==> src/rtl/sed_pkg.sv <==
// Shared types and constants of the speech endpoint detector.
`default_nettype none

package sed_pkg;

  // Field widths
  localparam int unsigned TimeW   = 16;
  localparam int unsigned WeightW = 7;
  localparam int unsigned FrameW  = 5;
  localparam int unsigned DecW    = 2;
  localparam int unsigned CodeW   = 3;
  localparam int unsigned CfgIdxW = 3;
  localparam int unsigned CfgW    = 16;

  // Frame decisions
  localparam logic [DecW-1:0] DEC_SILENCE = 2'd0;
  localparam logic [DecW-1:0] DEC_SPEECH  = 2'd1;

  // Result codes
  localparam logic [CodeW-1:0] RC_ERROR     = 3'd0;
  localparam logic [CodeW-1:0] RC_SILENCE   = 3'd1;
  localparam logic [CodeW-1:0] RC_ACTIVE    = 3'd2;
  localparam logic [CodeW-1:0] RC_BEGIN     = 3'd3;
  localparam logic [CodeW-1:0] RC_END       = 3'd4;
  localparam logic [CodeW-1:0] RC_BEGIN_END = 3'd5;

  // Configuration register indexes
  localparam logic [CfgIdxW-1:0] CFG_BEGIN_ACTIVE = 3'd0;
  localparam logic [CfgIdxW-1:0] CFG_END_SILENCE  = 3'd1;
  localparam logic [CfgIdxW-1:0] CFG_BEGIN_WEIGHT = 3'd2;
  localparam logic [CfgIdxW-1:0] CFG_END_WEIGHT   = 3'd3;
  localparam logic [CfgIdxW-1:0] CFG_FRAME_MS     = 3'd4;

  // Register defaults
  localparam logic [TimeW-1:0]   DEF_BEGIN_ACTIVE = 16'd300;
  localparam logic [TimeW-1:0]   DEF_END_SILENCE  = 16'd700;
  localparam logic [WeightW-1:0] DEF_BEGIN_WEIGHT = 7'd30;
  localparam logic [WeightW-1:0] DEF_END_WEIGHT   = 7'd30;
  localparam logic [FrameW-1:0]  DEF_FRAME_MS     = 5'd10;

  // Limits
  localparam logic [WeightW-1:0] WEIGHT_MAX = 7'd100;
  localparam logic [TimeW-1:0]   TIME_MAX   = 16'hFFFF;

  typedef struct packed {
    logic [TimeW-1:0]   begin_active_ms;
    logic [TimeW-1:0]   end_silence_ms;
    logic [WeightW-1:0] begin_weight;
    logic [WeightW-1:0] end_weight;
    logic [FrameW-1:0]  frame_ms;
  } sed_cfg_t;

  typedef struct packed {
    logic [TimeW-1:0]   active_ms;
    logic [TimeW-1:0]   silence_ms;
    logic [WeightW-1:0] weight;
    logic               speech_on;
  } sed_state_t;

  typedef struct packed {
    logic [CodeW-1:0]   result_code;
    logic               in_speech;
    logic [WeightW-1:0] weight_now;
  } sed_result_t;

endpackage

`default_nettype wire

==> src/rtl/sed_frame_if.sv <==
// Valid/ready channels for frame decisions and detector results.
`default_nettype none

interface sed_frame_if;
  logic                          valid;
  logic                          ready;
  logic [sed_pkg::DecW-1:0]      frame_decision;

  modport source (output valid, output frame_decision, input ready);
  modport sink   (input valid, input frame_decision, output ready);
endinterface

interface sed_result_if;
  logic                          valid;
  logic                          ready;
  logic [sed_pkg::CodeW-1:0]     result_code;
  logic                          in_speech;
  logic [sed_pkg::WeightW-1:0]   weight_now;

  modport source (output valid, output result_code, output in_speech,
                  output weight_now, input ready);
  modport sink   (input valid, input result_code, input in_speech,
                  input weight_now, output ready);
endinterface

`default_nettype wire

==> src/rtl/speech_endpoint_detector_core.sv <==
// Speech endpoint detector: config registers, state, output register and skid stage.
// A result word is registered in the output register, or in the skid stage while the output is stalled.
// Throughput: one frame word per cycle while the skid stage is empty; the state update is combinational.
// A stalled result is held in the output register and one more in a skid stage;
// input ready drops only while the skid stage is full.
// Reset clears the time counters, weight and speech flag and loads register defaults.
`default_nettype none

module speech_endpoint_detector_core (
  input  wire logic                           clk_i,
  input  wire logic                           rst_ni,
  input  wire logic                           cfg_we_i,
  input  wire logic [sed_pkg::CfgIdxW-1:0]    cfg_idx_i,
  input  wire logic [sed_pkg::CfgW-1:0]       cfg_wdata_i,
  sed_frame_if.sink                           frame_i,
  sed_result_if.source                        result_o
);

  sed_pkg::sed_cfg_t    cfg_q;
  sed_pkg::sed_state_t  state_q, state_d, state_step;
  sed_pkg::sed_result_t res_step;
  sed_pkg::sed_result_t out_q, out_d, skid_q, skid_d;
  logic                 out_v_q, out_v_d, skid_v_q, skid_v_d;
  logic                 in_acc;
  logic                 out_take;

  // Configuration registers
  always_ff @(posedge clk_i or negedge rst_ni) begin
    if (!rst_ni) begin
      cfg_q.begin_active_ms <= sed_pkg::DEF_BEGIN_ACTIVE;
      cfg_q.end_silence_ms  <= sed_pkg::DEF_END_SILENCE;
      cfg_q.begin_weight    <= sed_pkg::DEF_BEGIN_WEIGHT;
      cfg_q.end_weight      <= sed_pkg::DEF_END_WEIGHT;
      cfg_q.frame_ms        <= sed_pkg::DEF_FRAME_MS;
    end else if (cfg_we_i) begin
      case (cfg_idx_i)
        sed_pkg::CFG_BEGIN_ACTIVE: cfg_q.begin_active_ms <= cfg_wdata_i;
        sed_pkg::CFG_END_SILENCE:  cfg_q.end_silence_ms  <= cfg_wdata_i;
        sed_pkg::CFG_BEGIN_WEIGHT: cfg_q.begin_weight    <= cfg_wdata_i[sed_pkg::WeightW-1:0];
        sed_pkg::CFG_END_WEIGHT:   cfg_q.end_weight      <= cfg_wdata_i[sed_pkg::WeightW-1:0];
        sed_pkg::CFG_FRAME_MS:     cfg_q.frame_ms        <= cfg_wdata_i[sed_pkg::FrameW-1:0];
        default: ;
      endcase
    end
  end

  sed_step u_step (
    .cfg_i      (cfg_q),
    .state_i    (state_q),
    .decision_i (frame_i.frame_decision),
    .state_o    (state_step),
    .res_o      (res_step)
  );

  // Handshake
  assign frame_i.ready = !skid_v_q;
  assign in_acc        = frame_i.valid && !skid_v_q;
  assign out_take      = out_v_q && result_o.ready;

  assign state_d = in_acc ? state_step : state_q;

  // Output register with skid stage behind it
  always_comb begin
    out_d    = out_q;
    out_v_d  = out_v_q;
    skid_d   = skid_q;
    skid_v_d = skid_v_q;
    if (!out_v_q || out_take) begin
      if (skid_v_q) begin
        out_d    = skid_q;
        out_v_d  = 1'b1;
        skid_v_d = 1'b0;
      end else if (in_acc) begin
        out_d   = res_step;
        out_v_d = 1'b1;
      end else begin
        out_v_d = 1'b0;
      end
    end else if (in_acc) begin
      skid_d   = res_step;
      skid_v_d = 1'b1;
    end
  end

  always_ff @(posedge clk_i or negedge rst_ni) begin
    if (!rst_ni) begin
      state_q  <= '0;
      out_v_q  <= 1'b0;
      skid_v_q <= 1'b0;
    end else begin
      state_q  <= state_d;
      out_v_q  <= out_v_d;
      skid_v_q <= skid_v_d;
    end
  end

  always_ff @(posedge clk_i) begin
    out_q  <= out_d;
    skid_q <= skid_d;
  end

  assign result_o.valid       = out_v_q;
  assign result_o.result_code = out_q.result_code;
  assign result_o.in_speech   = out_q.in_speech;
  assign result_o.weight_now  = out_q.weight_now;

  // Checks
  a_skid_behind_out: assert property (@(posedge clk_i) disable iff (!rst_ni)
    skid_v_q |-> out_v_q)
    else $error("skid stage full while output register empty");

  a_stall_to_skid: assert property (@(posedge clk_i) disable iff (!rst_ni)
    (in_acc && out_v_q && !result_o.ready) |=> skid_v_q)
    else $error("result lost while output stalled");

  a_weight_range: assert property (@(posedge clk_i) disable iff (!rst_ni)
    state_q.weight <= sed_pkg::WEIGHT_MAX)
    else $error("speech weight above maximum");

  a_error_holds_state: assert property (@(posedge clk_i) disable iff (!rst_ni)
    (in_acc && frame_i.frame_decision[1]) |=> $stable(state_q))
    else $error("classifier error changed state");

  a_end_on_silence: assert property (@(posedge clk_i) disable iff (!rst_ni)
    $fell(state_q.speech_on) |->
      $past(in_acc && (frame_i.frame_decision == sed_pkg::DEC_SILENCE)))
    else $error("speech ended without a silence frame");

endmodule

`default_nettype wire

==> src/rtl/sed_step.sv <==
// Per-frame state update and result code of the endpoint detector.
`default_nettype none

module sed_step (
  input  sed_pkg::sed_cfg_t         cfg_i,
  input  sed_pkg::sed_state_t       state_i,
  input  logic [sed_pkg::DecW-1:0]  decision_i,
  output sed_pkg::sed_state_t       state_o,
  output sed_pkg::sed_result_t      res_o
);

  logic [sed_pkg::TimeW:0] act_sum;
  logic [sed_pkg::TimeW:0] sil_sum;
  sed_pkg::sed_state_t     upd;
  sed_pkg::sed_state_t     nxt;
  logic                    began;
  logic                    is_err;
  logic                    is_sil;
  logic [sed_pkg::CodeW-1:0] code;

  assign act_sum = {1'b0, state_i.active_ms} + {12'd0, cfg_i.frame_ms};
  assign sil_sum = {1'b0, state_i.silence_ms} + {12'd0, cfg_i.frame_ms};
  assign is_err  = decision_i[1];
  assign is_sil  = (decision_i == sed_pkg::DEC_SILENCE);

  // Counter and weight update from the frame decision
  always_comb begin
    upd = state_i;
    if (decision_i == sed_pkg::DEC_SPEECH) begin
      upd.silence_ms = '0;
      upd.active_ms  = act_sum[sed_pkg::TimeW] ? sed_pkg::TIME_MAX
                                               : act_sum[sed_pkg::TimeW-1:0];
      if (state_i.weight < sed_pkg::WEIGHT_MAX) begin
        upd.weight = state_i.weight + 7'd1;
      end
    end else if (is_sil) begin
      upd.active_ms  = '0;
      upd.silence_ms = sil_sum[sed_pkg::TimeW] ? sed_pkg::TIME_MAX
                                               : sil_sum[sed_pkg::TimeW-1:0];
      if (state_i.weight != '0) begin
        upd.weight = state_i.weight - 7'd1;
      end
    end
  end

  // Begin / end decision
  always_comb begin
    nxt   = upd;
    began = 1'b0;
    code  = sed_pkg::RC_ERROR;
    if (is_err) begin
      nxt  = state_i;
      code = sed_pkg::RC_ERROR;
    end else if (!state_i.speech_on && (upd.active_ms < cfg_i.begin_active_ms)
                 && (upd.weight < cfg_i.begin_weight)) begin
      code = sed_pkg::RC_SILENCE;
    end else begin
      // entering a segment forces full weight and clears silence time
      if (!state_i.speech_on) begin
        began          = 1'b1;
        nxt.speech_on  = 1'b1;
        nxt.weight     = sed_pkg::WEIGHT_MAX;
        nxt.silence_ms = '0;
      end
      if ((nxt.silence_ms < cfg_i.end_silence_ms) && (nxt.weight > cfg_i.end_weight)) begin
        code = began ? sed_pkg::RC_BEGIN : sed_pkg::RC_ACTIVE;
      end else if (is_sil) begin
        nxt  = '0;
        code = began ? sed_pkg::RC_BEGIN_END : sed_pkg::RC_END;
      end else begin
        code = began ? sed_pkg::RC_BEGIN : sed_pkg::RC_ACTIVE;
      end
    end
  end

  assign state_o          = nxt;
  assign res_o.result_code = code;
  assign res_o.in_speech   = nxt.speech_on;
  assign res_o.weight_now  = nxt.weight;

endmodule

`default_nettype wire

==> src/flat_wrapper.sv <==
// flat-port wrapper written by rule: the top's interface ports become plain ports
module speech_endpoint_detector_core_flat 
  (clk_i, rst_ni, cfg_we_i, cfg_idx_i, cfg_wdata_i, frame_i_valid, frame_i_frame_decision, frame_i_ready, result_o_valid, result_o_result_code, result_o_in_speech, result_o_weight_now, result_o_ready);
  sed_frame_if frame_i_i ();
  sed_result_if result_o_i ();
  input  wire logic clk_i;
  input  wire logic rst_ni;
  input  wire logic cfg_we_i;
  input  wire logic [sed_pkg::CfgIdxW-1:0] cfg_idx_i;
  input  wire logic [sed_pkg::CfgW-1:0] cfg_wdata_i;
  input wire logic [$bits(frame_i_i.valid)-1:0] frame_i_valid;
  input wire logic [$bits(frame_i_i.frame_decision)-1:0] frame_i_frame_decision;
  output wire logic [$bits(frame_i_i.ready)-1:0] frame_i_ready;
  output wire logic [$bits(result_o_i.valid)-1:0] result_o_valid;
  output wire logic [$bits(result_o_i.result_code)-1:0] result_o_result_code;
  output wire logic [$bits(result_o_i.in_speech)-1:0] result_o_in_speech;
  output wire logic [$bits(result_o_i.weight_now)-1:0] result_o_weight_now;
  input wire logic [$bits(result_o_i.ready)-1:0] result_o_ready;
  assign frame_i_i.valid = frame_i_valid;
  assign frame_i_i.frame_decision = frame_i_frame_decision;
  assign frame_i_ready = frame_i_i.ready;
  assign result_o_valid = result_o_i.valid;
  assign result_o_result_code = result_o_i.result_code;
  assign result_o_in_speech = result_o_i.in_speech;
  assign result_o_weight_now = result_o_i.weight_now;
  assign result_o_i.ready = result_o_ready;
  speech_endpoint_detector_core u_core (.clk_i(clk_i), .rst_ni(rst_ni), .cfg_we_i(cfg_we_i), .cfg_idx_i(cfg_idx_i), .cfg_wdata_i(cfg_wdata_i), .frame_i(frame_i_i), .result_o(result_o_i));
endmodule
==> config.mk <==
export PLATFORM = sky130hd
export DESIGN_NAME = speech_endpoint_detector_core_flat
export DESIGN_NICKNAME = d
export VERILOG_FILES = /design/src/rtl/sed_pkg.sv /design/src/rtl/sed_frame_if.sv /design/src/rtl/speech_endpoint_detector_core.sv /design/src/rtl/sed_step.sv /design/src/flat_wrapper.sv
export SDC_FILE = /design/constraint.sdc
export NUM_CORES = 1
export LEC_CHECK = 0
export BUFFER_PORTS_ARGS = -buffer_cell sky130_fd_sc_hd__buf_2
export CORE_MARGIN = 2
export CORE_UTILIZATION = 42
export CTS_CLUSTER_SIZE = 16
export DETAILED_ROUTE_END_ITERATION = 12
export SETUP_SLACK_MARGIN = 0.5
export SLEW_MARGIN = 20
export SYNTH_ARGS = -nofsm -noshare
export SYNTH_HDL_FRONTEND = slang
export SYNTH_SLANG_ARGS = --single-unit
==> constraint.sdc <==
create_clock -name clk_i -period 4 [get_ports clk_i]
set_input_delay 0.4 -clock clk_i [delete_from_list [all_inputs] [get_ports clk_i]]
set_output_delay 0.4 -clock clk_i [all_outputs]
set_load 0.01 [all_outputs]
Word level (Yosys, flattened, before mapping). Cells that the tools add are included.

Add/sub/neg operators: 4. $mul: 0. Div/mod/pow operators: 0. Magnitude comparators: 5. Eq/ne operators: 5. Shift-type cells: 0. Mux-type cells: 28. Bitwise gates (word level): 2. Reductions and logical operators: 22.

Operators by type and width (count): $mux W40 (3); $mux W39 (2); $mux W24 (3); $add A16 B5 Y17 (2); $lt A16 B16 Y1 (2); $mux W16 (2); $mux W11 (2); $reduce_and A2 Y1 (8); $mux W7 (2); $mux W3 (4); $mux W1 (9); $mux W8 (1); $add A7 B1 Y7 const B (1); $gt A7 B7 Y1 (1); $lt A7 B7 Y1 (1); $lt A7 B7 Y1 const B (1); $reduce_bool A7 Y1 (1); $sub A7 B1 Y7 const B (1); $eq A3 B2 Y1 const B (2); $logic_and A1 B1 Y1 (5); $reduce_bool A2 Y1 (2); $eq A3 B1 Y1 const B (1); $eq A3 B3 Y1 const B (1); $logic_not A1 Y1 (3); other kinds (5) (6).

Register bits: 115. Latch bits: 0. RAM bits: 0. ROM bits: 0. Input port bits: 26. Output and inout port bits: 13. Word-level logic and storage cells: 83. Memories: 0.

Longest topological paths before layout.
Word-level depth: 16. Mapped depth: 19. Gate-level depth less buffers: 18.

Hierarchy. From an unflattened synthesis, not the netlist that was laid out.

Cells, all modules: 758. Area total of the unflattened synthesis: 7707.4 sq um.

By module, submodules not included: speech_endpoint_detector_core (instances 1, cells an instance 241, area each 4376.7 sq um, sequential area each 3012.9 sq um); sed_step (instances 1, cells an instance 517, area each 3330.7 sq um, sequential area each 0.0 sq um).

Least setup slack after synthesis. No wires, ideal clock.

Path type: register to register. Start point: register u_core.state_q[8] (netlist bit). End point: register u_core.out_q (netlist bit u_core.result_o.weight_now[0]) (data pin). Setup time: 260 ps. Arrival time: 4046 ps. Data required time: 3740 ps. Slack: -305 ps. Cell stages (with the launch flop): 18. Buffers on the path: 1. Clock period less this slack: 4305 ps. Cell sequence: dfrtp_1 > ha_1 > fa_1 > a211o_1 > a21o_1 > nand3_1 > clkbuf_1 > nand2_1 > mux2i_1 > nor2_1 > ha_1 > nand4_1 > a2111o_1 > a31oi_1 > o31ai_4 > a22o_1 > a31o_1 > mux2_2.

RTL lines: start, declared (line speech_endpoint_detector_core.sv:20) `sed_pkg::sed_state_t state_q, state_d, state_step;`; start signal, assigned (line speech_endpoint_detector_core.sv:91) `state_q <= state_d;`; end signal, assigned (line speech_endpoint_detector_core.sv:98) `out_q <= out_d;`; end, declared (line speech_endpoint_detector_core.sv:22) `sed_pkg::sed_result_t out_q, out_d, skid_q, skid_d;`.

==> metrics.csv <==
stage,metric,value,unit
route,average wire per cell in the routed design,18.8,µm
sta,fmax,223,MHz
global_route,Overflow after GRT,0,
clock_network,Clock Latency Late Sink,430,ps
die,Core ar.,0.0173,mm²
sta,final critical-path required period,4480,ps
power_and_ir_drop,switching share of power,37.2,%
route,DR iter-0 viols,501,
clock_network,CTS root buf,clkbuf_16,
logic_synthesis,syn_area_per_cell,8.85,µm²
sta,unrepaired setup endpoints after global routing,true,
sta,slew margin rel.,33.5,%
power_and_ir_drop,internal power,4.10,mW
die,die height,137,µm
run_status,status,"complete, but fails checks",
cells_and_area,area of the multi-input gates,0.00476,mm²
cells_and_area,final net count,1167,
sta,Final Hold Fails,0,
die,Total Die Area,0.0188,mm²
logic_synthesis,largest family of logic cells by synthesized area,compound AO/OA/AOI/OAI gates,
worst_hold_path,min-delay worst type,in -> async,
die,row cnt,48,
cells_and_area,fraction of layout cells with a size suffix above 1,43.5,%
power_and_ir_drop,Seq pwr share,24.7,%
worst_setup_path,"Req. time, crit path",4180,ps
worst_setup_path,Critical Path AT,4660,ps
logic_synthesis,"EDFF count, synth",22,
clock_network,Longest Clk Path Bufs,2,
route,TritonRoute pass-1 iters,6,
cells_and_area,FF/Latch Area,0.00301,mm²
global_route,global-route wire length before repair,38200,µm
clock_network,total number of H-tree levels,4,
power_and_ir_drop,Leak,4.94,nW
flow_run,max_cap viols,0,
cells_and_area,Area Growth Syn to Fin,47.3,%
worst_setup_path,CP Class,reg -> reg,
sta,setup TNS,-12260,ps
power_and_ir_drop,Switch Pwr,2.42,mW
logic_synthesis,Post-synth top flop,dfrtp_1,
logic_synthesis,top-count cell post-synth,nand2_1,
cells_and_area,diode count,0,
sta,final worst slack,-479,ps
logic_synthesis,Post-Synth XOR/XNOR Area,1.18,%
logic_synthesis,Post-Synth Simple-Gate Area,18.0,%
placement,dpl hpwl,17100,µm
power_and_ir_drop,Comb power frac,51.3,%
logic_synthesis,"FFs w/ async S/R, synth",80.9,%
route,post-route ant nets,0,
route,vias,7421,
sta,hold_ws,79.6,ps
power_and_ir_drop,PwrDens,594,mW/mm²
die,Starting Density,43.1,%
clock_network,TritonCTS buffer count,17,
logic_synthesis,post-synth top area cell,dfrtp_1,
logic_synthesis,top-area cell type share of the netlist area,24.5,%
die,Die W,137,µm
placement,Port Buffers,38,
global_route,vias in the first global route,7219,
global_route,Overall Global Routing Usage,26.9,%
cells_and_area,filler instances,1397,
sta,Least-Margin Pin Slew,989,ps
logic_synthesis,Cells after Synth,842,
global_route,largest net degree at the start of global routing,65,
route,DR DRC count,0,
power_and_ir_drop,maximum vdd drop,0.345,mV
logic_synthesis,Compound-Gate Fraction of Synth Area,21.1,%
logic_synthesis,Ys Warns,0,
clock_network,Num Clock Sinks,115,
route,final wirelength,24900,µm
logic_synthesis,register area share after synthesis,40.4,%
logic_synthesis,mux contribution to synthesized area,3.86,%
sta,Setup Viol. Count Final,45,
logic_synthesis,ranking of synthesized cells by area,"dfrtp_1, ha_1, edfxtp_1, dfstp_2, nand2_1",
route,Via density,5.61,
logic_synthesis,list of most frequent post-synthesis cells,"nand2_1, o21ai_0, dfrtp_1, nor2_1, inv_1",
global_route,initial antenna violation count,0,
clock_network,clk slew on worst S/H paths,60,ps
worst_setup_path,Critical Path End Type,flip-flop,
placement,Placer Congestion,0.926,
logic_synthesis,Post-Syn Area,0.00745,mm²
die,I/O Pins,39,
sta,Slew Limit Fails,0,
worst_setup_path,CP Launch Type,flip-flop,
sta,Layout Skew,12.0,ps
logic_synthesis,Synth Area in Adders,9.77,%
worst_setup_path,CP max FO,6,
logic_synthesis,Syn Nets,925,
logic_synthesis,Netlist cell types,71,
logic_synthesis,Yosys reg bits,115,
clock_network,CTS tree,done,
run_status,failing checks,negative setup slack,
sta,Final period util,112,%
power_and_ir_drop,clock share of power,24.0,%
[routing by layer]
layer | up-vias | global-route usage, % | part of all wire (%)
met1 | 3595 | 34.5 | 43
li1 | 3518 | - | -
met2 | 261 | 45.2 | 48
met4 | 0 | 8.71 | 2.6
met5 | - | 0 | 0
met3 | 47 | 5.70 | 5.9
[stage by stage]
step / utilization (%) / setup slack (ps) / power, mW / cell area (µm²) / std cells
floorplan: - / -126 / 3.03 / 7570 / 842
global placement: 53.0 / -647 / 4.20 / 9170 / 1232
detailed placement: 53.0 / -700 / 4.23 / 9180 / 1232
CTS: 59.6 / -351 / 6.15 / 10300 / 1304
global route: 63.5 / -674 / 6.88 / 11000 / 1322
finish: 63.5 / -479 / 6.52 / 11000 / 1322
[area by class of cell]
cell class,count,area share (%)
Multi-Input combinational cell,623,43.3
Sequential cell,115,27.4
Timing Repair Buffer,265,19.1
Clock buffer,18,4.00
Tap cell,225,2.56
Inverter,62,2.12
Clock inverter,14,1.48
[power groups by stage]
stage,Sequential (mW),Combinational (mW),Clock [mW]
after floorplan,1.61,1.42,0
after global placement,1.60,2.59,0
after detailed placement,1.61,2.61,0
after CTS,1.60,2.98,1.58
after global routing,1.63,3.62,1.63
final,1.61,3.35,1.56
[worst max-delay path: stages (launching register included)]
cell and delay [ps]:
dfrtp_1 420, ha_4 200, fa_2 370, a211o_1 300, buf_4 150, buf_4 140
a211oi_2 240, a211oi_2 90, nor2_1 140, ha_2 180, a211o_1 110, o211ai_1 90
buf_4 150, a2111o_1 460, a31oi_4 220, o31ai_4 140, a22oi_4 330, o31ai_2 90
buf_4 140, mux2_4 250
[registers in the layout, summed over array words and instances (netlist names)]
name and cells:
u_core.cfg_q 51, u_core.result_o.in_speech 1, u_core.result_o.result_code 3, u_core.result_o.valid 1
u_core.result_o.weight_now 7, u_core.skid_q 11, u_core.skid_v_q 1, u_core.state_q 40
[repair_timing]
item / in CTS / in global routing
gates resized for setup: 61 / 122
hold buffers: 0 / 0
setup endpoints to repair: 44 / 45
pin swaps: 33 / 68
setup buffers: 40 / 18
[cell families (layout without fill, tap and decap cells)]
kind of cell / count (synthesis) / count (layout)
and+or+nand+nor: 288 / 288
AOI/OAI and AO/OA: 242 / 242
DFF: 115 / 115
buffers and inverters: 104 / 359
adders and majority gates: 57 / 57
muxes: 26 / 26
xor gates and xnor gates: 10 / 10
[placed cells by master (no fill, tap or decap), types with 7 or more instances in the layout]
master,count
buf_2,37
o211ai_1,7
inv_1,60
o21ai_0,58
edfxtp_1,22
a21o_1,8
a21oi_2,19
dfrtp_1,73
nand4_1,15
nor2_1,52
buf_4,185
clkbuf_16,17
a31oi_1,8
a21oi_1,33
nor3_1,14
mux2_2,20
dfstp_2,20
nor2_2,9
nand3_1,19
nand2_1,105
o21ai_1,16
buf_6,39
o21ai_2,13
ha_1,45
o31ai_2,7
and3_1,9
o22a_1,7
[worst paths after layout]
path	cells after the start	slack, ps	start	end
min	1	80	rst_ni	u_core.state_q[9]
min in group clk_i	3	210	cfg_wdata_i[13]	u_core.cfg_q[48]
max in group asynchronous	2	2960	rst_ni	u_core.cfg_q[28]
min reg2reg	2	510	u_core.cfg_q[24]	u_core.cfg_q[24]
max reg2reg	19	-480	u_core.cfg_q[0]	u_core.result_o.weight_now[4]
max	19	-480	u_core.cfg_q[0]	u_core.result_o.weight_now[4]
Power figures use the tool's default switching activity.
